--- src/hdl/lppk_pkg.sv ---
// shared types, codes and rate function for the predator-prey lattice step
`timescale 1ns / 1ps
package lppk_pkg;

  // storage geometry
  localparam int unsigned CELL_DEPTH = 4096;
  localparam int unsigned IDX_W      = 12;
  localparam int unsigned RATE_DEPTH = 5 * CELL_DEPTH;
  localparam int unsigned RADDR_W    = 15;
  localparam int unsigned NUM_RX     = 5;
  localparam int unsigned ALU_W      = 34;

  // grid limits
  localparam logic [6:0] GRID_MIN = 7'd3;
  localparam logic [6:0] GRID_MAX = 7'd64;

  // operation codes
  localparam logic [1:0] OP_LOAD = 2'd0;
  localparam logic [1:0] OP_INIT = 2'd1;
  localparam logic [1:0] OP_STEP = 2'd2;

  // cell states
  localparam logic [1:0] ST_EMPTY = 2'd0;
  localparam logic [1:0] ST_PREY  = 2'd1;
  localparam logic [1:0] ST_PRED  = 2'd2;

  // reaction kinds
  localparam logic [2:0] RX_PREY_BIRTH  = 3'd0;
  localparam logic [2:0] RX_PREY_DEATH  = 3'd1;
  localparam logic [2:0] RX_PREY_EATEN  = 3'd2;
  localparam logic [2:0] RX_PRED_BIRTH  = 3'd3;
  localparam logic [2:0] RX_PRED_DEATH  = 3'd4;

  // neighbor selects
  localparam logic [2:0] SEL_SELF  = 3'd0;
  localparam logic [2:0] SEL_UP    = 3'd1;
  localparam logic [2:0] SEL_RIGHT = 3'd2;
  localparam logic [2:0] SEL_DOWN  = 3'd3;
  localparam logic [2:0] SEL_LEFT  = 3'd4;

  // configuration register indexes
  localparam logic [2:0] REG_GRID_WIDTH  = 3'd0;
  localparam logic [2:0] REG_GRID_HEIGHT = 3'd1;
  localparam logic [2:0] REG_PREY_BIRTH  = 3'd2;
  localparam logic [2:0] REG_PREY_DEATH  = 3'd3;
  localparam logic [2:0] REG_PREY_EATEN  = 3'd4;
  localparam logic [2:0] REG_PRED_BIRTH  = 3'd5;
  localparam logic [2:0] REG_PRED_DEATH  = 3'd6;

  typedef struct packed {
    logic [12:0] prey_birth;
    logic [12:0] prey_death;
    logic [12:0] prey_eaten;
    logic [12:0] pred_birth;
    logic [12:0] pred_death;
  } rate_cfg_t;

  typedef struct packed {
    logic             sub;
    logic [ALU_W-1:0] a;
    logic [ALU_W-1:0] b;
  } alu_req_t;

  // state a cell takes after each reaction kind
  function automatic logic [1:0] result_state(logic [2:0] kind);
    logic [1:0] s;
    case (kind)
      RX_PREY_BIRTH: s = ST_PREY;
      RX_PRED_BIRTH: s = ST_PRED;
      default:       s = ST_EMPTY;
    endcase
    return s;
  endfunction

  // one reaction rate of a cell from its state and neighbor counts
  function automatic logic [15:0] rate_calc(logic [2:0] kind, logic [1:0] ctr,
                                            logic [2:0] np, logic [2:0] nd,
                                            rate_cfg_t rc);
    logic [15:0] r;
    logic        is_prey;
    logic        is_pred;
    r       = '0;
    is_prey = (ctr == ST_PREY);
    is_pred = (ctr == ST_PRED);
    case (kind)
      RX_PREY_BIRTH: if (!is_prey && !is_pred) r = 16'(np) * 16'(rc.prey_birth);
      RX_PREY_DEATH: if (is_prey) r = 16'(rc.prey_death);
      RX_PREY_EATEN: if (is_prey) r = 16'(nd) * 16'(rc.prey_eaten);
      RX_PRED_BIRTH: if (is_prey) r = 16'(nd) * 16'(rc.pred_birth);
      RX_PRED_DEATH: if (is_pred) r = 16'(rc.pred_death);
      default:       r = '0;
    endcase
    return r;
  endfunction

endpackage

--- src/hdl/lppk_nbr.sv ---
// wrapped neighbor coordinates and linear index on the torus
`timescale 1ns / 1ps
module lppk_nbr import lppk_pkg::*; (
  input  logic [5:0]       row_i,
  input  logic [5:0]       col_i,
  input  logic [2:0]       sel_i,
  input  logic [6:0]       width_i,
  input  logic [6:0]       height_i,
  output logic [5:0]       row_o,
  output logic [5:0]       col_o,
  output logic [IDX_W-1:0] idx_o
);

  logic [6:0]  wm1;
  logic [6:0]  hm1;
  logic [12:0] lin;

  assign wm1 = width_i - 7'd1;
  assign hm1 = height_i - 7'd1;

  // wrap at the torus edges
  always_comb begin
    row_o = row_i;
    col_o = col_i;
    case (sel_i)
      SEL_UP:    row_o = (row_i == 6'd0) ? hm1[5:0] : row_i - 6'd1;
      SEL_RIGHT: col_o = ({1'b0, col_i} == wm1) ? 6'd0 : col_i + 6'd1;
      SEL_DOWN:  row_o = ({1'b0, row_i} == hm1) ? 6'd0 : row_i + 6'd1;
      SEL_LEFT:  col_o = (col_i == 6'd0) ? wm1[5:0] : col_i - 6'd1;
      default: begin
        row_o = row_i;
        col_o = col_i;
      end
    endcase
  end

  // row times width plus column
  assign lin   = 13'(row_o) * 13'(width_i) + 13'(col_o);
  assign idx_o = lin[IDX_W-1:0];

endmodule

--- config.mk ---
export PLATFORM = sky130hd
export DESIGN_NAME = lppk_nbr
export DESIGN_NICKNAME = d
export VERILOG_FILES = /design/src/hdl/lppk_pkg.sv /design/src/hdl/lppk_nbr.sv
export SDC_FILE = /design/constraint.sdc
export NUM_CORES = 1
export LEC_CHECK = 0
export ABC_CLOCK_PERIOD_IN_PS = 18400
export CAP_MARGIN = 25
export CORE_AREA = 2 2 65 67
export DETAILED_ROUTE_END_ITERATION = 7
export DIE_AREA = 0 0 67 69
export DONT_BUFFER_PORTS = 1
export GPL_ROUTABILITY_DRIVEN = 0
export PLACE_DENSITY = 0.81
export SYNTH_ARGS = -nofsm -noshare
export SYNTH_HDL_FRONTEND = slang
export SYNTH_SLANG_ARGS = --single-unit
--- constraint.sdc ---
create_clock -name vclk -period 18.4
set_input_delay 3.68 -clock vclk [all_inputs]
set_output_delay 3.68 -clock vclk [all_outputs]
set_load 0.02 [all_outputs]
==> flow_summary_export.csv, run 1 <==
group,metric,value,unit
run_status,status,"completed",
global_route,antenna_found_initial,0,
layout,final_nets,414,
floorplan,die_area,0.00462,mm2
power,powerDensity,97.3,mW/mm2
global_route,busiest_layer,"met2",
placed_design,place_inst,373,
power,irDropWorstVdd,0.0778,mV
sta,final_hold_viol_count,0,
placed_design,dp.final_hpwl,4640,um
power,power.internal,0.0000962,W
layout,instances_no_fill,373,
setup_path,path_buf_inv,4,
detailed_routing,drt-initial-drc-count,138,
cts,cts_hold_buffers,0,
cts,postCtsSetupBuffers,0,
global_route,grt_pass1_wl,10100,um
sta,finalSetupTns,0,ns
setup_path,worstPathRequired,14.72,ns
layout,seq_cell_count,0,
setup_path,worstPathArrival,10.24,ns
setup_path,slowest_delay,0.83,ns
layout,n_antenna_cell,0,
placed_design,portBuffers,0,
power,p_comb_share,100.0,%
worst_hold_path,hold_path_depth,1,
global_route,grtUsageMet3,3.75,%
setup_path,cpMaxStageDelayCell,"a2bb2oi_1",
floorplan,rows,23,
global_route,gr-total-overflow,0,
layout,n_clock_buffer,0,
sta,maxSlewViolCount,0,
synthesis,yosysSeqAreaShare,0,%
layout,drive_above_1_share,4.02,%
detailed_routing,drc_errors,0,
floorplan,die_x,67,um
sta,whs,7.56,ns
synthesis,synthCells,340,
synthesis,synth.top_cell.area_share,17.6,%
cts,cts_resized,0,
sta,rsz0062_at_grt,"no",
detailed_routing,ant_nets,0,
floorplan,die_y,69,um
sta,max_slew_margin,33.5,%
setup_path,critical_path_class,"input pin to output port",
synthesis,syn_avg_cell_area,7.75,um2
sta,worst_slew_pin_slew,0.994,ns
power,switchingPower,0.000161,W
setup_path,cp_max_fo,8,
global_route,grt_max_degree,12,
setup_path,startpoint_type,"input pin",
synthesis,synth.area.top_cells,"ha_1, fa_1, xnor2_1, inv_1, xor2_1",
global_route,grt_pass1_vias,2365,
floorplan,core_area,0.00391,mm2
synthesis,synth_top_cell_by_area,"ha_1",
synthesis,synthesis.area,0.00263,mm2
setup_path,cp-end-kind,"output port",
sta,max_freq,0.0719,GHz
global_route,track_usage,26.0,%
synthesis,yosysWarnings,0,
floorplan,start_util,67.3,%
power,swShare,62.6,%
power,leakagePower,1.25,nW
power,seqPwrFrac,0,%
detailed_routing,num_vias,2311,
synthesis,synth_most_common_cell,"ha_1",
global_route,grt_use_met2,44.8,%
power,p_clk_share,0,%
detailed_routing,vias_per_cell,6.20,
detailed_routing,routed_wl,5470,um
sta,min_period,13.92,ns
layout,seq_area,0,um2
global_route,met1_usage,35.4,%
layout,multi_input_area,0.00242,mm2
flow_run,drv_cap,0,
worst_hold_path,min_path_type,"input pin to output port",
worst_hold_path,min_to,"col_o[5]",
power,finalPower,0.000257,W
setup_path,cp_cell_sequence,"inv_1 -> ha_1 -> nor4b_1 -> xor2_1 -> or4_1 -> a211oi_2 -> nor3b_1 -> a2bb2oi_1 -> nand2_1 -> fa_1 -> fa_1 -> inv_1 -> fa_1 -> inv_1 -> fa_1 -> inv_1 -> ha_1 -> and3_1 -> a2111o_1 -> a21o_1 -> a21o_1 -> a31oi_1 -> xnor2_1 -> xnor2_1",
layout,fin_area,0.00264,mm2
detailed_routing,first_pass_iters,4,
synthesis,syn_nets,429,
layout,fillers,375,
floorplan,boundaryPins,53,
detailed_routing,wire_per_inst,14.7,um
worst_hold_path,worstHoldStart,"col_i[5]",
synthesis,synth_common_cells,"ha_1, inv_1, nand2_1",
layout,area_growth,0.332,%
synthesis,synthDistinctLibCells,53,
placed_design,post_dp_cell_area,0.00264,mm2
sta,final-setup-viol-count,0,
setup_path,cpLargestDelayFamily,"adder cells",
sta,fin_crit_sh,75.6,%
[per-stage QoR]
stage	worst slack (ns)	utilization (%)
4_1_cts	4.46	67.5
5_1_grt	4.01	67.5
6_report	4.48	67.5
3_5_place_dp	4.49	67.5
3_3_place_gp	4.55	67.5
2_1_floorplan	4.90	-
[worst max path at each step]
stage                     start        end  slack [ns]  cells after the start
detailed placement  height_i[1]  idx_o[11]        4.49                     24
floorplan           height_i[0]  idx_o[11]        4.90                     23
global placement    height_i[0]  idx_o[11]        4.55                     22
global route        height_i[0]  idx_o[11]        4.01                     24
CTS                 height_i[1]  idx_o[11]        4.46                     24
finish              height_i[0]  idx_o[11]        4.48                     24
[power groups by stage]
stage / clock network (W) / logic [W] / registers, W
CTS: 0 / 0.000261 / 0
floorplan: 0 / 0.000224 / 0
finish: 0 / 0.000257 / 0
global placement: 0 / 0.000255 / 0
global route: 0 / 0.000292 / 0
detailed placement: 0 / 0.000258 / 0
[per-layer routing]
layer | share of wire, % | wire (um)
met1 | 42 | 2320
met3 | 8.2 | 447
met4 | 0.79 | 43
met2 | 49 | 2660
met5 | 0 | 0
[placed cells by master (no fill, tap or decap), types with 5 or more instances in the layout]
cell type | Yosys | routed
nor3_1 | 7 | 7
a21o_1 | 6 | 6
nor2b_1 | 6 | 6
a21oi_1 | 12 | 12
mux2i_1 | 7 | 7
nand2_1 | 24 | 24
nand2b_1 | 10 | 10
and3_1 | 5 | 5
ha_1 | 37 | 37
xnor2_1 | 17 | 17
o21ai_0 | 11 | 11
xor2_1 | 15 | 15
fa_1 | 23 | 23
and2_1 | 18 | 18
inv_1 | 36 | 36
nand3_1 | 14 | 14
nor2_1 | 14 | 14
o211ai_1 | 5 | 5
[layout make-up]
type	count	share of cell area, %
Timing Repair Buffer	3	0.852
Inverter	36	5.11
Tap cell	50	2.37
Multi-Input combinational cell	284	91.7
[logic make-up after synthesis]
kind of cell    Yosys count  share of synthesized area (%)
buf+inv                  56                           8.03
fa+ha+maj                60                           35.1
xor+xnor                 33                           11.5
mux                       9                           3.52
compound gates           66                           18.1
simple gates            116                           23.8
Note: power is estimated with default switching activity, not from simulation.
==> run 2: changes to the inputs <==
ABC_CLOCK_PERIOD_IN_PS = 12800   (was 18400)
CORE_AREA = 2 2 69 71   (was 2 2 65 67)
DIE_AREA = 0 0 71 73   (was 0 0 67 69)
PLACE_DENSITY = 0.75   (was 0.81)
clock period = 12.8 ns   (was 18.4 ns; I/O delays follow)
==> flow_summary_export.csv, run 2 (synthesis results as in run 1) <==
group,metric,value,unit
layout,fin_area,0.00265,mm2
setup_path,worstPathRequired,10.24,ns
setup_path,critical_path_class,"input pin to output port",
setup_path,cp_max_fo,8,
layout,seq_area,0,um2
detailed_routing,ant_nets,0,
worst_hold_path,min_path_type,"input pin to output port",
global_route,antenna_found_initial,0,
placed_design,post_dp_cell_area,0.00265,mm2
sta,final-setup-viol-count,0,
power,leakagePower,1.25,nW
sta,final_hold_viol_count,0,
layout,final_cell_mix,"ha_1, inv_1, nand2_1",
global_route,track_usage,22.6,%
floorplan,core_area,0.00454,mm2
detailed_routing,drt-initial-drc-count,119,
power,p_clk_share,0,%
sta,maxSlewViolCount,0,
floorplan,die_y,73,um
sta,min_period,11.62,ns
floorplan,start_util,58.1,%
power,power.internal,0.000139,W
sta,max_freq,0.0861,GHz
layout,area_growth,0.523,%
layout,seq_cell_count,0,
global_route,grt_pass1_wl,9890,um
sta,finalSetupTns,0,ns
power,seqPwrFrac,0,%
run_status,status,"completed",
layout,final_nets,414,
layout,n_clock_buffer,0,
layout,fillers,423,
floorplan,boundaryPins,53,
floorplan,die_area,0.00518,mm2
setup_path,cp-end-kind,"output port",
power,switchingPower,0.000233,W
sta,rsz0062_at_grt,"no",
cts,postCtsSetupBuffers,0,
detailed_routing,num_vias,2307,
cts,cts_hold_buffers,0,
detailed_routing,wire_per_inst,14.9,um
power,p_comb_share,100.0,%
power,powerDensity,141,mW/mm2
global_route,gr-total-overflow,0,
power,irDropWorstVdd,0.145,mV
placed_design,dp.final_hpwl,4700,um
floorplan,rows,25,
detailed_routing,routed_wl,5600,um
sta,fin_crit_sh,90.7,%
global_route,grt_max_degree,12,
global_route,grt_pass1_vias,2229,
detailed_routing,first_pass_iters,4,
placed_design,portBuffers,0,
sta,max_slew_margin,35.7,%
layout,n_antenna_cell,0,
floorplan,die_x,71,um
layout,final_common_cell,"ha_1",
cts,cts_resized,0,
detailed_routing,vias_per_cell,6.12,
detailed_routing,drc_errors,0,
power,swShare,62.6,%
setup_path,startpoint_type,"input pin",
setup_path,worstPathArrival,9.06,ns
sta,worst_slew_pin_slew,0.954,ns
flow_run,drv_cap,0,
layout,drive_above_1_share,4.02,%
## run 2: cell counts in the layout (fill, tap and decap cells not counted)
Identical to the previous run, type by type.
## run 2: per-stage QoR
| stage | total power [W] | hold slack (ns) | util (%) | instances | setup slack, ns |
|---|---|---|---|---|---|
| 3_3_place_gp | 0.000368 | 5.33 | 58.4 | 377 | 1.28 |
| 2_1_floorplan | 0.000322 | 5.32 | - | 340 | 1.54 |
| 5_1_grt | 0.000413 | 5.33 | 58.4 | 377 | 0.784 |
| 6_report | 0.000372 | 5.33 | 58.4 | 377 | 1.18 |
| 4_1_cts | 0.000378 | 5.33 | 58.4 | 377 | 1.16 |
| 3_5_place_dp | 0.000374 | 5.33 | 58.4 | 377 | 1.18 |
## run 2: cell type report
class	instances	area (um2)	area share, %
Inverter	36	135	5.10
Multi-Input combinational cell	284	2420	91.5
Tap cell	54	67.6	2.55
Timing Repair Buffer	3	22.5	0.851
## run 2: power groups by stage
stage          clock, W  sequential, W  combinational [W]
2_1_floorplan         0              0           0.000322
3_3_place_gp          0              0           0.000368
3_5_place_dp          0              0           0.000374
4_1_cts               0              0           0.000378
5_1_grt               0              0           0.000413
6_report              0              0           0.000372
## run 2: per-layer routing
metal | vias to the layer above | share of wire [%] | GRT usage (%)
met2 | 70 | 48 | 40.6
li1 | 1144 | - | -
met4 | 0 | 0 | 1.26
met1 | 1093 | 46 | 30.0
met3 | 0 | 6.1 | 3.73
met5 | - | 0 | 0
## run 2: worst paths after layout
kind	startpoint	slack (ns)	depth (start not counted)	end
worst max-delay path	height_i[0]	1.18	22	idx_o[11]
worst min-delay path	col_i[5]	5.33	1	col_o[5]
## run 2: critical path: stages
cell and delay, ns:
or3_1 0.46, o31a_1 0.29, or4_1 0.52, a211oi_2 0.33, or2b_2 0.22, o221a_4 0.25
nand2b_1 0.14, fa_1 0.45, fa_1 0.54, inv_1 0.05, fa_1 0.53, inv_1 0.05
fa_1 0.49, inv_1 0.04, ha_1 0.33, and3_1 0.19, a2111o_1 0.43, a21o_1 0.19
a21o_1 0.20, a31oi_1 0.20, xnor2_1 0.12, xnor2_1 0.46
==> run 3: changes to the inputs <==
ABC_AREA = 1   (was not set)
CORE_AREA = 2 2 71 73   (was 2 2 69 71)
DIE_AREA = 0 0 73 75   (was 0 0 71 73)
==> flow_summary_export.csv, run 3 <==
group,metric,value,unit
setup_path,startpoint_type,"input pin",
global_route,gr-total-overflow,0,
floorplan,start_util,60.0,%
setup_path,slowest_delay,0.56,ns
floorplan,rows,25,
layout,fillers,462,
layout,seq_area,0,um2
floorplan,die_y,75,um
detailed_routing,drt-initial-drc-count,184,
detailed_routing,wire_per_inst,13.0,um
sta,fin_crit_sh,83.6,%
power,power.internal,0.000108,W
power,switchingPower,0.000225,W
synthesis,syn_avg_cell_area,6.58,um2
cts,postCtsSetupBuffers,0,
layout,n_antenna_cell,0,
synthesis,synthDistinctLibCells,33,
detailed_routing,vias_per_cell,5.57,
sta,min_period,10.71,ns
layout,seq_cell_count,0,
floorplan,die_x,73,um
synthesis,synthCells,425,
placed_design,portBuffers,0,
synthesis,synth_top_cell_by_area,"ha_1",
sta,max_slew_margin,48.6,%
floorplan,boundaryPins,53,
global_route,antenna_found_initial,0,
run_status,status,"completed",
flow_run,drv_cap,0,
cts,cts_hold_buffers,0,
setup_path,cpMaxStageDelayCell,"fa_1",
power,swShare,67.5,%
cts,cts_resized,0,
sta,final-setup-viol-count,0,
detailed_routing,drc_errors,0,
synthesis,synth.top_cell.area_share,16.6,%
layout,final_nets,513,
layout,n_clock_buffer,0,
synthesis,synth_most_common_cell,"nand2_1",
synthesis,synthesis.area,0.00280,mm2
setup_path,cpMostUsedCell,"nand2_1",
sta,max_freq,0.0934,GHz
layout,utilization,61.0,%
layout,area_growth,1.75,%
sta,final_hold_viol_count,0,
global_route,grt_pass1_vias,2421,
sta,rsz0062_at_grt,"no",
global_route,grt_pass1_wl,10300,um
power,p_clk_share,0,%
layout,multi_input_area,0.00248,mm2
detailed_routing,first_pass_iters,4,
power,powerDensity,117,mW/mm2
setup_path,cp-end-kind,"output port",
layout,final_cell_mix,"nand2_1, inv_1, nand3_1",
sta,maxSlewViolCount,0,
synthesis,synth.area.top_cells,"ha_1, fa_1, nand2_1, inv_1, nand3_1",
global_route,grt_max_degree,10,
worst_hold_path,min_path_type,"input pin to output port",
synthesis,yosysWarnings,0,
setup_path,worstPathArrival,8.15,ns
power,irDropWorstVdd,0.173,mV
sta,finalSetupTns,0,ns
floorplan,core_area,0.00466,mm2
placed_design,dp.final_hpwl,5550,um
power,leakagePower,1.56,nW
detailed_routing,ant_nets,0,
floorplan,die_area,0.00548,mm2
layout,final_common_cell,"nand2_1",
synthesis,syn_nets,514,
detailed_routing,routed_wl,6170,um
setup_path,critical_path_class,"input pin to output port",
setup_path,worstPathRequired,10.24,ns
setup_path,cp_max_fo,7,
layout,drive_above_1_share,12.8,%
sta,worst_slew_pin_slew,0.764,ns
global_route,track_usage,23.0,%
synthesis,yosysSeqAreaShare,0,%
worst_hold_path,hold_path_depth,2,
synthesis,synth_common_cells,"nand2_1, inv_1, nand3_1",
power,p_comb_share,100.0,%
detailed_routing,num_vias,2652,
power,seqPwrFrac,0,%
## run 3: layout make-up
cell class / count / share of cell area [%]
Inverter: 79 / 10.5
Multi-Input combinational cell: 343 / 87.1
Tap cell: 54 / 2.38
## run 3: metal layers
layer	wire, um	track usage [%]	up-vias
met5	0	0	-
met4	45	1.85	0
met3	320	1.74	6
met2	3060	43.0	65
met1	2740	30.1	1225
li1	-	-	1356
## run 3: per-stage QoR
step                      total power [W]  hold slack (ns)  cell area [um2]  instances  setup slack [ns]
final                            0.000333             5.37             2840        476              2.09
after global placement           0.000329             5.37             2840        476              2.27
after floorplan                  0.000290             5.33             2800        425              2.57
after global routing             0.000380             5.38             2840        476              1.68
after detailed placement         0.000335             5.37             2840        476              2.10
after CTS                        0.000338             5.37             2840        476              2.07
## run 3: worst max-delay path: cells and delay by family
| family | cells | cell delay (ns) |
|---|---|---|
| XOR/XNOR | 1 | 0.40 |
| buffers and inverters | 6 | 0.61 |
| AND/OR/NAND/NOR | 13 | 0.99 |
| AO/OA/AOI/OAI | 5 | 0.78 |
| adder cells (fa/ha/maj) | 6 | 2.81 |
## run 3: power groups by stage
stage          combinational, W  clock (W)  sequential (W)
2_1_floorplan          0.000290          0               0
3_3_place_gp           0.000329          0               0
3_5_place_dp           0.000335          0               0
4_1_cts                0.000338          0               0
5_1_grt                0.000380          0               0
6_report               0.000333          0               0
## run 3: worst paths after layout
path / to / slack (ns) / from
setup / recovery: idx_o[10] / 2.09 / height_i[0]
hold / removal: row_o[2] / 5.37 / row_i[2]
## run 3: cell families (layout without fill, tap and decap cells)
family,after synthesis,count (layout),synth area share (%)
and+or+nand+nor,216,216,37.5
buffers and inverters,82,79,11.4
adders and majority gates,60,60,33.0
AOI/OAI and AO/OA,40,40,9.36
xor gates and xnor gates,27,27,8.73
