`config.mk`:
```
export PLATFORM = sky130hd
export DESIGN_NAME = lppk_alu
export DESIGN_NICKNAME = d
export VERILOG_FILES = /design/src/hdl/lppk_pkg.sv /design/src/hdl/lppk_alu.sv
export SDC_FILE = /design/constraint.sdc
export NUM_CORES = 1
export LEC_CHECK = 0
export BUFFER_PORTS_ARGS = -buffer_cell sky130_fd_sc_hd__buf_2
export CAP_MARGIN = 5
export CORE_ASPECT_RATIO = 0.75
export CORE_MARGIN = 5
export CORE_UTILIZATION = 43
export DETAILED_ROUTE_END_ITERATION = 10
export PLACE_DENSITY_LB_ADDON = 0.15
export SLEW_MARGIN = 20
export SYNTH_ARGS = -nofsm -noshare
export SYNTH_HDL_FRONTEND = slang
export SYNTH_SLANG_ARGS = --single-unit
```
`constraint.sdc`:
```
create_clock -name vclk -period 4.3
set_input_delay 0.43 -clock vclk [all_inputs]
set_output_delay 0.43 -clock vclk [all_outputs]
set_load 0.05 [all_outputs]
```
`src/hdl/lppk_pkg.sv`:
```
// shared types, codes and rate function for the predator-prey lattice step
`timescale 1ns / 1ps
package lppk_pkg;

  // storage geometry
  localparam int unsigned CELL_DEPTH = 4096;
  localparam int unsigned IDX_W      = 12;
  localparam int unsigned RATE_DEPTH = 5 * CELL_DEPTH;
  localparam int unsigned RADDR_W    = 15;
  localparam int unsigned NUM_RX     = 5;
  localparam int unsigned ALU_W      = 34;

  // grid limits
  localparam logic [6:0] GRID_MIN = 7'd3;
  localparam logic [6:0] GRID_MAX = 7'd64;

  // operation codes
  localparam logic [1:0] OP_LOAD = 2'd0;
  localparam logic [1:0] OP_INIT = 2'd1;
  localparam logic [1:0] OP_STEP = 2'd2;

  // cell states
  localparam logic [1:0] ST_EMPTY = 2'd0;
  localparam logic [1:0] ST_PREY  = 2'd1;
  localparam logic [1:0] ST_PRED  = 2'd2;

  // reaction kinds
  localparam logic [2:0] RX_PREY_BIRTH  = 3'd0;
  localparam logic [2:0] RX_PREY_DEATH  = 3'd1;
  localparam logic [2:0] RX_PREY_EATEN  = 3'd2;
  localparam logic [2:0] RX_PRED_BIRTH  = 3'd3;
  localparam logic [2:0] RX_PRED_DEATH  = 3'd4;

  // neighbor selects
  localparam logic [2:0] SEL_SELF  = 3'd0;
  localparam logic [2:0] SEL_UP    = 3'd1;
  localparam logic [2:0] SEL_RIGHT = 3'd2;
  localparam logic [2:0] SEL_DOWN  = 3'd3;
  localparam logic [2:0] SEL_LEFT  = 3'd4;

  // configuration register indexes
  localparam logic [2:0] REG_GRID_WIDTH  = 3'd0;
  localparam logic [2:0] REG_GRID_HEIGHT = 3'd1;
  localparam logic [2:0] REG_PREY_BIRTH  = 3'd2;
  localparam logic [2:0] REG_PREY_DEATH  = 3'd3;
  localparam logic [2:0] REG_PREY_EATEN  = 3'd4;
  localparam logic [2:0] REG_PRED_BIRTH  = 3'd5;
  localparam logic [2:0] REG_PRED_DEATH  = 3'd6;

  typedef struct packed {
    logic [12:0] prey_birth;
    logic [12:0] prey_death;
    logic [12:0] prey_eaten;
    logic [12:0] pred_birth;
    logic [12:0] pred_death;
  } rate_cfg_t;

  typedef struct packed {
    logic             sub;
    logic [ALU_W-1:0] a;
    logic [ALU_W-1:0] b;
  } alu_req_t;

  // state a cell takes after each reaction kind
  function automatic logic [1:0] result_state(logic [2:0] kind);
    logic [1:0] s;
    case (kind)
      RX_PREY_BIRTH: s = ST_PREY;
      RX_PRED_BIRTH: s = ST_PRED;
      default:       s = ST_EMPTY;
    endcase
    return s;
  endfunction

  // one reaction rate of a cell from its state and neighbor counts
  function automatic logic [15:0] rate_calc(logic [2:0] kind, logic [1:0] ctr,
                                            logic [2:0] np, logic [2:0] nd,
                                            rate_cfg_t rc);
    logic [15:0] r;
    logic        is_prey;
    logic        is_pred;
    r       = '0;
    is_prey = (ctr == ST_PREY);
    is_pred = (ctr == ST_PRED);
    case (kind)
      RX_PREY_BIRTH: if (!is_prey && !is_pred) r = 16'(np) * 16'(rc.prey_birth);
      RX_PREY_DEATH: if (is_prey) r = 16'(rc.prey_death);
      RX_PREY_EATEN: if (is_prey) r = 16'(nd) * 16'(rc.prey_eaten);
      RX_PRED_BIRTH: if (is_prey) r = 16'(nd) * 16'(rc.pred_birth);
      RX_PRED_DEATH: if (is_pred) r = 16'(rc.pred_death);
      default:       r = '0;
    endcase
    return r;
  endfunction

endpackage

```
`src/hdl/lppk_alu.sv`:
```
// shared add/subtract unit used by the remainder, scan, rate-sum and total steps of the sequencer
`timescale 1ns / 1ps
module lppk_alu import lppk_pkg::*; (
  input  alu_req_t         req_i,
  output logic [ALU_W-1:0] res_o,
  output logic             neg_o
);

  // single adder, b inverted for subtraction
  always_comb begin
    if (req_i.sub) begin
      res_o = req_i.a - req_i.b;
    end else begin
      res_o = req_i.a + req_i.b;
    end
    neg_o = res_o[ALU_W-1];
  end

endmodule

```
==> results of run 1 <==
[cells in the mapped netlist, types with 2 or more instances]
cell type | number | area share [%]
a21oi_1 | 50 | 9.5
xnor2_1 | 47 | 16
nor2_1 | 43 | 6.1
ha_1 | 34 | 16
inv_1 | 18 | 2.6
nand2_1 | 18 | 2.6
a21o_1 | 12 | 3.4
nor3_1 | 12 | 2.3
clkbuf_1 | 10 | 1.4
and2_1 | 9 | 2.1
nand3_1 | 9 | 1.7
o21ai_0 | 8 | 1.5
nor2b_1 | 7 | 1.7
o21ai_1 | 7 | 1.3
xor2_1 | 7 | 2.3
and3_1 | 6 | 1.4
nand4_1 | 6 | 1.4
a31oi_1 | 5 | 1.2
o21a_1 | 5 | 1.4
mux2i_1 | 4 | 1.5
nand2b_1 | 4 | 0.95
nor4_1 | 4 | 0.95
a41oi_1 | 3 | 0.99
o2111ai_1 | 3 | 0.99
o21bai_1 | 3 | 0.85
a311oi_1 | 2 | 0.66
and4_1 | 2 | 0.66
inv_2 | 2 | 0.28
nand3b_1 | 2 | 0.57
nor4_2 | 2 | 0.95
nor4b_1 | 2 | 0.66
o211a_1 | 2 | 0.76
o211ai_1 | 2 | 0.57
o311ai_0 | 2 | 0.66
or3_1 | 2 | 0.47
[repair_timing]
| item | 4_1_cts | 5_1_grt |
|---|---|---|
| gates resized for setup | 0 | 43 |
| buffers inserted | 0 | 4 |
| hold buffers | 0 | 0 |
| endpoints found under the setup margin | 2 | 14 |
| pin swaps | 0 | 21 |
[per-layer routing]
metal,wire (um),global-route usage [%],vias to the layer above
met5,0,0,-
met4,47,0.538,0
met3,660,1.97,4
met2,3580,31.0,96
met1,4290,30.6,1432
li1,-,-,1650
[final timing paths]
kind                     to  cells past startpoint  slack [ps]  startpoint
hold / removal     res_o[0]                      5        1340   req_i[34]
setup / recovery  res_o[33]                     18          60    req_i[3]
[power groups by stage]
| stage | clock [uW] | sequential [uW] | combinational, uW |
|---|---|---|---|
| floorplan | 0 | 0 | 813 |
| global placement | 0 | 0 | 1070 |
| detailed placement | 0 | 0 | 1080 |
| CTS | 0 | 0 | 1080 |
| global route | 0 | 0 | 1200 |
| finish | 0 | 0 | 1120 |
[stage by stage]
step           utilization, %  setup WS, ps  cell area (um^2)  hold WS [ps]  instances
4_1_cts                  59.1         -18.0              3480          1340        581
6_report                 62.3          62.2              3670          1340        585
5_1_grt                  62.3          -133              3670          1380        585
3_3_place_gp             59.1          42.4              3480          1330        581
3_5_place_dp             59.1         -4.67              3480          1340        581
2_1_floorplan               -         -42.4              2710          1150        381
[layout make-up]
type	instances	area share, %
timing repair buffer	139	22.7
inverter	20	2.05
multi-input combinational	348	72.6
tap	78	2.66
[logic make-up (layout without fill, tap and decap cells)]
logic type,count (synthesis),count (layout),share of synthesized area [%]
and+or+nand+nor,136,136,27.8
AOI/OAI and AO/OA,118,118,29.3
xor gates and xnor gates,55,55,18.9
adders and majority gates,35,35,16.8
buffers and inverters,33,159,5.72
muxes,4,4,1.51
[critical path, delay by kind of cell]
kind | cells | cell delay (ps)
compound gates | 5 | 790
xor+xnor | 1 | 140
fa+ha+maj | 1 | 350
buf+inv | 3 | 430
simple gates | 8 | 1660
==> key figures, run 1 <==
Status
  • Status: complete, no violations

Flow run
  • Max_cap viols: 0

Worst setup path
  • Worst Path Max Fanout: 4
  • Worst Path Required: 3870 ps
  • Top cell by count, worst path: buf_6
  • Kind of critical path: in -> out
  • Cell Chain, Critical Path: buf_6, nor4_4, and2_4, nand2_2, nor4_2, nor2_1, xnor2_1, ha_1, a21oi_2, o21ai_1, a41oi_2, nand3_2, o211ai_4, a2111oi_4, buf_4, or3_1, nand4_1, buf_6
  • Crit. End Element: primary output
  • CP max stage cell: or3_1
  • Startpoint type of the worst setup path: primary input
  • Max stage delay on crit path: 370 ps
  • Arrival time worst endpoint: 3810 ps

Timing
  • RSZ-0062 raised after global routing: yes
  • Slew headroom: between 70% and 80%
  • Slew @ Worst Pin: 441 ps
  • Max-slew violations: 0
  • Hold Vio Cnt, Final: 0
  • Setup TNS: 0 ps
  • Max Fclk: 236 MHz
  • Setup Viol. Count Final: 0
  • Min Tclk post-route: roughly 4200 ps
  • Final period util: a little over nine tenths

Final layout
  • FFs & Latches: 0
  • Layout net count: 613
  • Most common cell after layout, fill and taps aside: buf_2
  • Share of layout cells above drive strength 1: 35.7%
  • Clock buf count: 0
  • Synth-to-layout area growth: 38.6%
  • Multi-input gate area: 0.00266 mm^2
  • Fillers: 572
  • Most frequent cells in the layout: 95 x buf_2, 47 x xnor2_1, 44 x a21oi_1
  • ANT cells: 0
  • Register area: 0 um^2

Floorplan
  • Die Wd: 101 um
  • Core Area: 0.00589 mm^2
  • Die area: 0.00784 mm^2
  • Starting density of the core: 45.0%
  • Io pins: between 100 and 150
  • Std cell rows: 24
  • Die H: 77.9 um

Detailed routing
  • Vias per cell: about 5.4
  • Residual DRC: 0
  • Detail Route Antenna Nets: 0
  • Final wirelength: between 8 and 9 mm
  • Starting DRT DRC Count: 110
  • First-pass iteration count of the detailed router: 4
  • Vias: 3182
  • Avg WL per Cell: 14.7 um

Global routing
  • GRT overflow: 0
  • Largest net degree at the start of global routing: 20
  • Initial antenna violation count: 0
  • Overall routing resource usage: 19.8%
  • Global-route wire length before repair: approximately 13 mm
  • Vias in the first global route: 2933

Power
  • VDD IR max: 0.217 mV
  • Comb power frac: 100.0%
  • Int Pwr: 371 uW
  • Pwr Density: 306 mW/mm^2
  • Power Total: approximately 1100 uW
  • NetSw: 752 uW
  • Clock power share: 0%
  • Sw frac: 67.0%
  • Leakage: 0.00172 uW
  • Part of the power in registers: 0%

Place
  • RePlAce Congestion: 0.852
  • Dpl hpwl: 7.32 mm
  • Port buffer count: 104

Logic synthesis
  • Mean post-synth cell area: just under 7 um^2
  • Syn Nets: 485
  • Post-synthesis sequential area ratio: 0%
  • Syn Inst Count: ~380
  • Synth warn: 0
  • Cell area after synthesis: 0.00265 mm^2
  • Count of different cell masters after synthesis: 62

Hold path
  • Hold Crit Class: in -> out
Power figures use the tool's default switching activity.
==> run 2: changes to the inputs <==
--- a/config.mk
+++ b/config.mk
@@ -6,12 +6,13 @@
 export NUM_CORES = 1
 export LEC_CHECK = 0
 export BUFFER_PORTS_ARGS = -buffer_cell sky130_fd_sc_hd__buf_2
-export CAP_MARGIN = 5
+export CAP_MARGIN = 15
 export CORE_ASPECT_RATIO = 0.75
 export CORE_MARGIN = 5
 export CORE_UTILIZATION = 43
 export DETAILED_ROUTE_END_ITERATION = 10
 export PLACE_DENSITY_LB_ADDON = 0.15
+export SETUP_SLACK_MARGIN = 0.1
 export SLEW_MARGIN = 20
 export SYNTH_ARGS = -nofsm -noshare
 export SYNTH_HDL_FRONTEND = slang
==> key figures, run 2 (same netlist as run 1, synthesis figures left out) <==
Detailed routing
  • WL met3: 644 um (-2.4%)
  • Residual DRC: 0 (unchanged)
  • Top sig layer: met4
  • Vias per cell: 5.52 (+1.5%)
  • Detail Route Antenna Nets: 0 (unchanged)
  • First-pass iteration count of the detailed router: 7 (+3)
  • Vias: 3246 (+2.0%)
  • Avg WL per Cell: 15.2 um (+4.0%)
  • Met1 WL: 4.30 mm (+0.14%)
  • Starting DRT DRC Count: 183 (+66%)
  • WL met2: 3.99 mm (+11%)
  • Final wirelength: 8.97 mm (+4.5%)

Worst setup path
  • Kind of critical path: in -> out
  • Worst Path Required: 3870 ps (about the same)
  • CP max stage cell: ha_1
  • CP startpoint: req_i[7]
  • Cell Chain, Critical Path: buf_8, nor4_4, and4b_4, and2_4, nor2_1, xnor2_1, ha_1, nand4_1, nor2_2, o211ai_1, nand3_2, o211ai_4, buf_4, a21o_1, nor4b_1, a2111o_1, buf_6
  • CP top delay family: simple AND/OR/NAND/NOR gates
  • CP Buf/Inv Count: 3 (unchanged)
  • Max stage delay on crit path: 390 ps (+20 ps)
  • Crit. End Element: primary output
  • Startpoint type of the worst setup path: primary input
  • Arrival time worst endpoint: 3850 ps (+40 ps)
  • Worst Path Max Fanout: 5 (+1)

Floorplan
  • Io pins: 104 (unchanged)
  • Die area: 0.00784 mm^2 (unchanged)
  • Starting density of the core: 45.0% (unchanged)
  • Die Wd: 101 um (unchanged)
  • Die H: 77.9 um (unchanged)
  • Std cell rows: 24 (unchanged)
  • Core Area: 0.00589 mm^2 (unchanged)

Final layout
  • Layout net count: 616 (+0.49%)
  • Fillers: 536 (-6.3%)
  • Most frequent cells in the layout: 87 x buf_2, 45 x xnor2_1, 44 x buf_4
  • Most common cell after layout, fill and taps aside: buf_2
  • ANT cells: 0 (unchanged)
  • FFs & Latches: 0 (unchanged)
  • Synth-to-layout area growth: 45.4%
  • Register area: 0 um^2 (unchanged)
  • Share of layout cells above drive strength 1: 40.2% (+4.5 points)
  • Clock buf count: 0 (unchanged)
  • Post-route cell area: 0.00385 mm^2 (+4.9%)

Clock network
  • Cts hold-fix bufs: 0 (unchanged)

Hold path
  • Hold Crit Class: in -> out
  • Hold path start: req_i[0]

Power
  • Pwr Density: 307 mW/mm^2 (+0.37%)
  • Leakage: 0.00176 uW (+2.1%)
  • VDD IR max: 0.197 mV (-9.1%)

Global routing
  • Vias in the first global route: 3045 (+3.8%)
  • Overall routing resource usage: 20.5% (+0.65 points)
  • Largest net degree at the start of global routing: 24 (+20%)
  • GRT overflow: 0 (unchanged)
  • Initial antenna violation count: 0 (unchanged)
  • Global-route wire length before repair: 13.9 mm (+3.4%)

Timing
  • Slew headroom: 62.9% (-7.5 points)
  • Hold Vio Cnt, Final: 0 (unchanged)
  • Max Fclk: 233 MHz (-1.1%)
  • Setup TNS: 0 ps (unchanged)
  • Min Tclk post-route: 4280 ps (+45.4 ps)
  • Slew @ Worst Pin: 554 ps (+113 ps)
  • Setup Viol. Count Final: 0 (unchanged)
  • Max-slew violations: 0 (unchanged)
  • RSZ-0062 raised after global routing: yes
  • Final period util: 99.6% (+1.1 points)

Place
  • Dpl hpwl: 7.17 mm (-2.1%)
  • Placed cell area: 0.00338 mm^2 (-2.7%)
  • RePlAce Congestion: 0.972 (+14%)
  • Port buffer count: 104 (unchanged)

Flow run
  • Max_cap viols: 0 (unchanged)

Status
  • Status: complete, no violations
run 2: changes by cell type in the layout (fill, tap and decap cells not counted), sizes merged:
cell and change:
buf +2, clkbuf +1
run 2: layer usage:
metal  GRT usage (%)  up-vias
met3            2.60        6
met2            32.2      112
met1            30.5     1474
li1                -     1654
met5               0        -
met4            2.15        0
run 2: layout make-up:
class	instances	area [um^2]	share of cell area, %
repair buffers	142	890	23.1
inverters	20	75.1	1.95
multi-input cells	348	2790	72.4
well taps	78	97.6	2.54
run 2: per-stage QoR:
stage	setup WS, ps	hold WS [ps]	std cells	total power, uW	util [%]
2_1_floorplan	-31.0	1150	381	814	-
3_3_place_gp	-8.05	1330	568	1040	57.5
3_5_place_dp	-105	1320	568	1050	57.5
4_1_cts	80.9	1330	582	1090	60.4
5_1_grt	-132	1360	588	1260	65.4
6_report	16.8	1320	588	1180	65.4
run 2: power breakdown:
part / switching, uW / internal [uW] / total [uW]
clock network: 0 / 0 / 0
registers: 0 / 0 / 0
logic: 770 / 412 / 1180
run 2: path summary, 6_finish.rpt:
kind	to	slack [ps]	cells past startpoint
setup / recovery	res_o[27]	20	17
hold / removal	res_o[0]	1320	4
run 2: timing repair:
item                       CTS  global route
setup buffers               14             6
hold endpoints to repair     0             0
pin swaps                   15            25
gates resized for setup     20            65
setup endpoints to repair    6            14
==> run 3: changes to the inputs <==
--- a/config.mk
+++ b/config.mk
@@ -7,7 +7,7 @@
 export LEC_CHECK = 0
 export BUFFER_PORTS_ARGS = -buffer_cell sky130_fd_sc_hd__buf_2
 export CAP_MARGIN = 15
-export CORE_ASPECT_RATIO = 0.75
+export CORE_ASPECT_RATIO = 1.2
 export CORE_MARGIN = 5
 export CORE_UTILIZATION = 43
 export DETAILED_ROUTE_END_ITERATION = 10
==> key figures, run 3 (same netlist as run 1, synthesis figures left out) <==
Status
  • Status: complete, no violations

Final layout
  • Fillers: 566 (+5.6%)
  • Clock buf count: 0 (unchanged)
  • Fin util: 62.0% (-3.4 points)
  • Most common cell after layout, fill and taps aside: buf_2
  • Share of layout cells above drive strength 1: 37.5% (-2.7 points)
  • Most frequent cells in the layout: 89 x buf_2, 47 x xnor2_1, 43 x nor2_1
  • Layout net count: 608 (-1.3%)
  • Synth-to-layout area growth: 40.8%
  • ANT cells: 0 (unchanged)
  • Register area: 0 um^2 (unchanged)
  • FFs & Latches: 0 (unchanged)

Worst setup path
  • Worst Path Max Fanout: 5 (unchanged)
  • Startpoint type of the worst setup path: primary input
  • Arrival time worst endpoint: 3740 ps (-110 ps)
  • CP max stage cell: a2111oi_4
  • Top cell by count, worst path: nor2_1
  • Cell Chain, Critical Path: buf_8, nor4_4, nor2b_4, nand2_4, nor4_4, nor2_1, xnor2_1, ha_1, nand4_1, nor2_1, o211ai_1, nand3_2, o211ai_4, a2111oi_4, nor2_1, a311oi_2, buf_6
  • Kind of critical path: in -> out
  • Worst Path Required: 3870 ps (about the same)
  • Max stage delay on crit path: 520 ps (+130 ps)
  • CP top delay family: simple AND/OR/NAND/NOR gates
  • Crit. End Element: primary output
  • CP Buf/Inv Count: 2 (-1)

Power
  • VDD IR max: 0.213 mV (+8.2%)
  • Pwr Density: 309 mW/mm^2 (+0.58%)
  • Leakage: 0.00173 uW (-1.8%)
  • Power Total: 1150 uW (-2.6%)

Clock network
  • Cts hold-fix bufs: 0 (unchanged)

Place
  • Pre-CTS setup slack: 71.6 ps (+177 ps)
  • Port buffer count: 104 (unchanged)
  • Dpl hpwl: 7.01 mm (-2.3%)
  • RePlAce Congestion: 0.898 (-7.6%)

Global routing
  • Largest net degree at the start of global routing: 20 (-17%)
  • Vias in the first global route: 2919 (-4.1%)
  • Overall routing resource usage: 19.6% (-0.86 points)
  • Global-route wire length before repair: 12.7 mm (-8.4%)
  • Initial antenna violation count: 0 (unchanged)
  • GRT overflow: 0 (unchanged)

Floorplan
  • Die area: 0.00783 mm^2 (-0.13%)
  • Die H: 95.9 um (+23%)
  • Starting density of the core: 44.0% (-0.95 points)
  • Std cell rows: 31 (+29%)
  • Die Wd: 81.6 um (-19%)
  • Io pins: 104 (unchanged)
  • Core Area: 0.00601 mm^2 (+2.1%)

Hold path
  • Hold Crit Class: in -> out

Detailed routing
  • Starting DRT DRC Count: 115 (-37%)
  • Final wirelength: 8.57 mm (-4.4%)
  • First-pass iteration count of the detailed router: 4 (-3)
  • Avg WL per Cell: 14.7 um (-3.8%)
  • Vias per cell: 5.55 (+0.47%)
  • Vias: 3239 (-0.22%)
  • Residual DRC: 0 (unchanged)
  • Detail Route Antenna Nets: 0 (unchanged)

Timing
  • Hold Vio Cnt, Final: 0 (unchanged)
  • Slew headroom: 65.4% (+2.5 points)
  • Slew @ Worst Pin: 515 ps (-38.7 ps)
  • Min Tclk post-route: 4170 ps (-116 ps)
  • Setup Viol. Count Final: 0 (unchanged)
  • Max Fclk: 240 MHz (+2.8%)
  • Final period util: 96.9% (-2.7 points)
  • Setup TNS: 0 ps (unchanged)
  • RSZ-0062 raised after global routing: yes
  • Max-slew violations: 0 (unchanged)
  • Worst hold margin: 1350 ps (+24.7 ps)
  • Setup ws final: 133 ps (+116 ps)

Flow run
  • Max_cap viols: 0 (unchanged)
run 3: tightest hold or removal path, cell delays in order:
cell and delay, ps:
buf_2 120, ha_1 140, inv_1 30, buf_2 200
run 3: power breakdown:
group          switching (uW)  internal, uW
combinational             762           390
clock                       0             0
sequential                  0             0
run 3: what timing repair did:
item	4_1_cts	5_1_grt
resized for setup	1	71
endpoints found under the setup margin	3	14
cloned	0	0
setup buffers	0	15
pin swaps	0	30
run 3: metrics by stage:
stage | cell area (um^2) | instances
after floorplan | 2710 | 381
after global placement | 3370 | 569
after detailed placement | 3370 | 569
after CTS | 3370 | 569
after global routing | 3730 | 584
final | 3730 | 584
run 3: final cells by class:
type               instances  area [um^2]  area share, %
multi-input cells        348         2730           73.3
well taps                 82          103           2.75
repair buffers           134          817           21.9
inverters                 20         75.1           2.01
run 3: routing by layer:
metal / global-route usage, % / vias to the layer above / share of wire [%]
met1: 24.0 / 1468 / 40
li1: - / 1646 / -
met5: 0 / - / 0
met3: 1.59 / 22 / 5.4
met2: 37.0 / 103 / 53
met4: 4.02 / 0 / 2.5
run 3: worst paths after layout:
| path | startpoint | to | slack [ps] | cells after the start |
|---|---|---|---|---|
| max | req_i[7] | res_o[29] | 130 | 17 |
| min | req_i[0] | res_o[0] | 1350 | 4 |
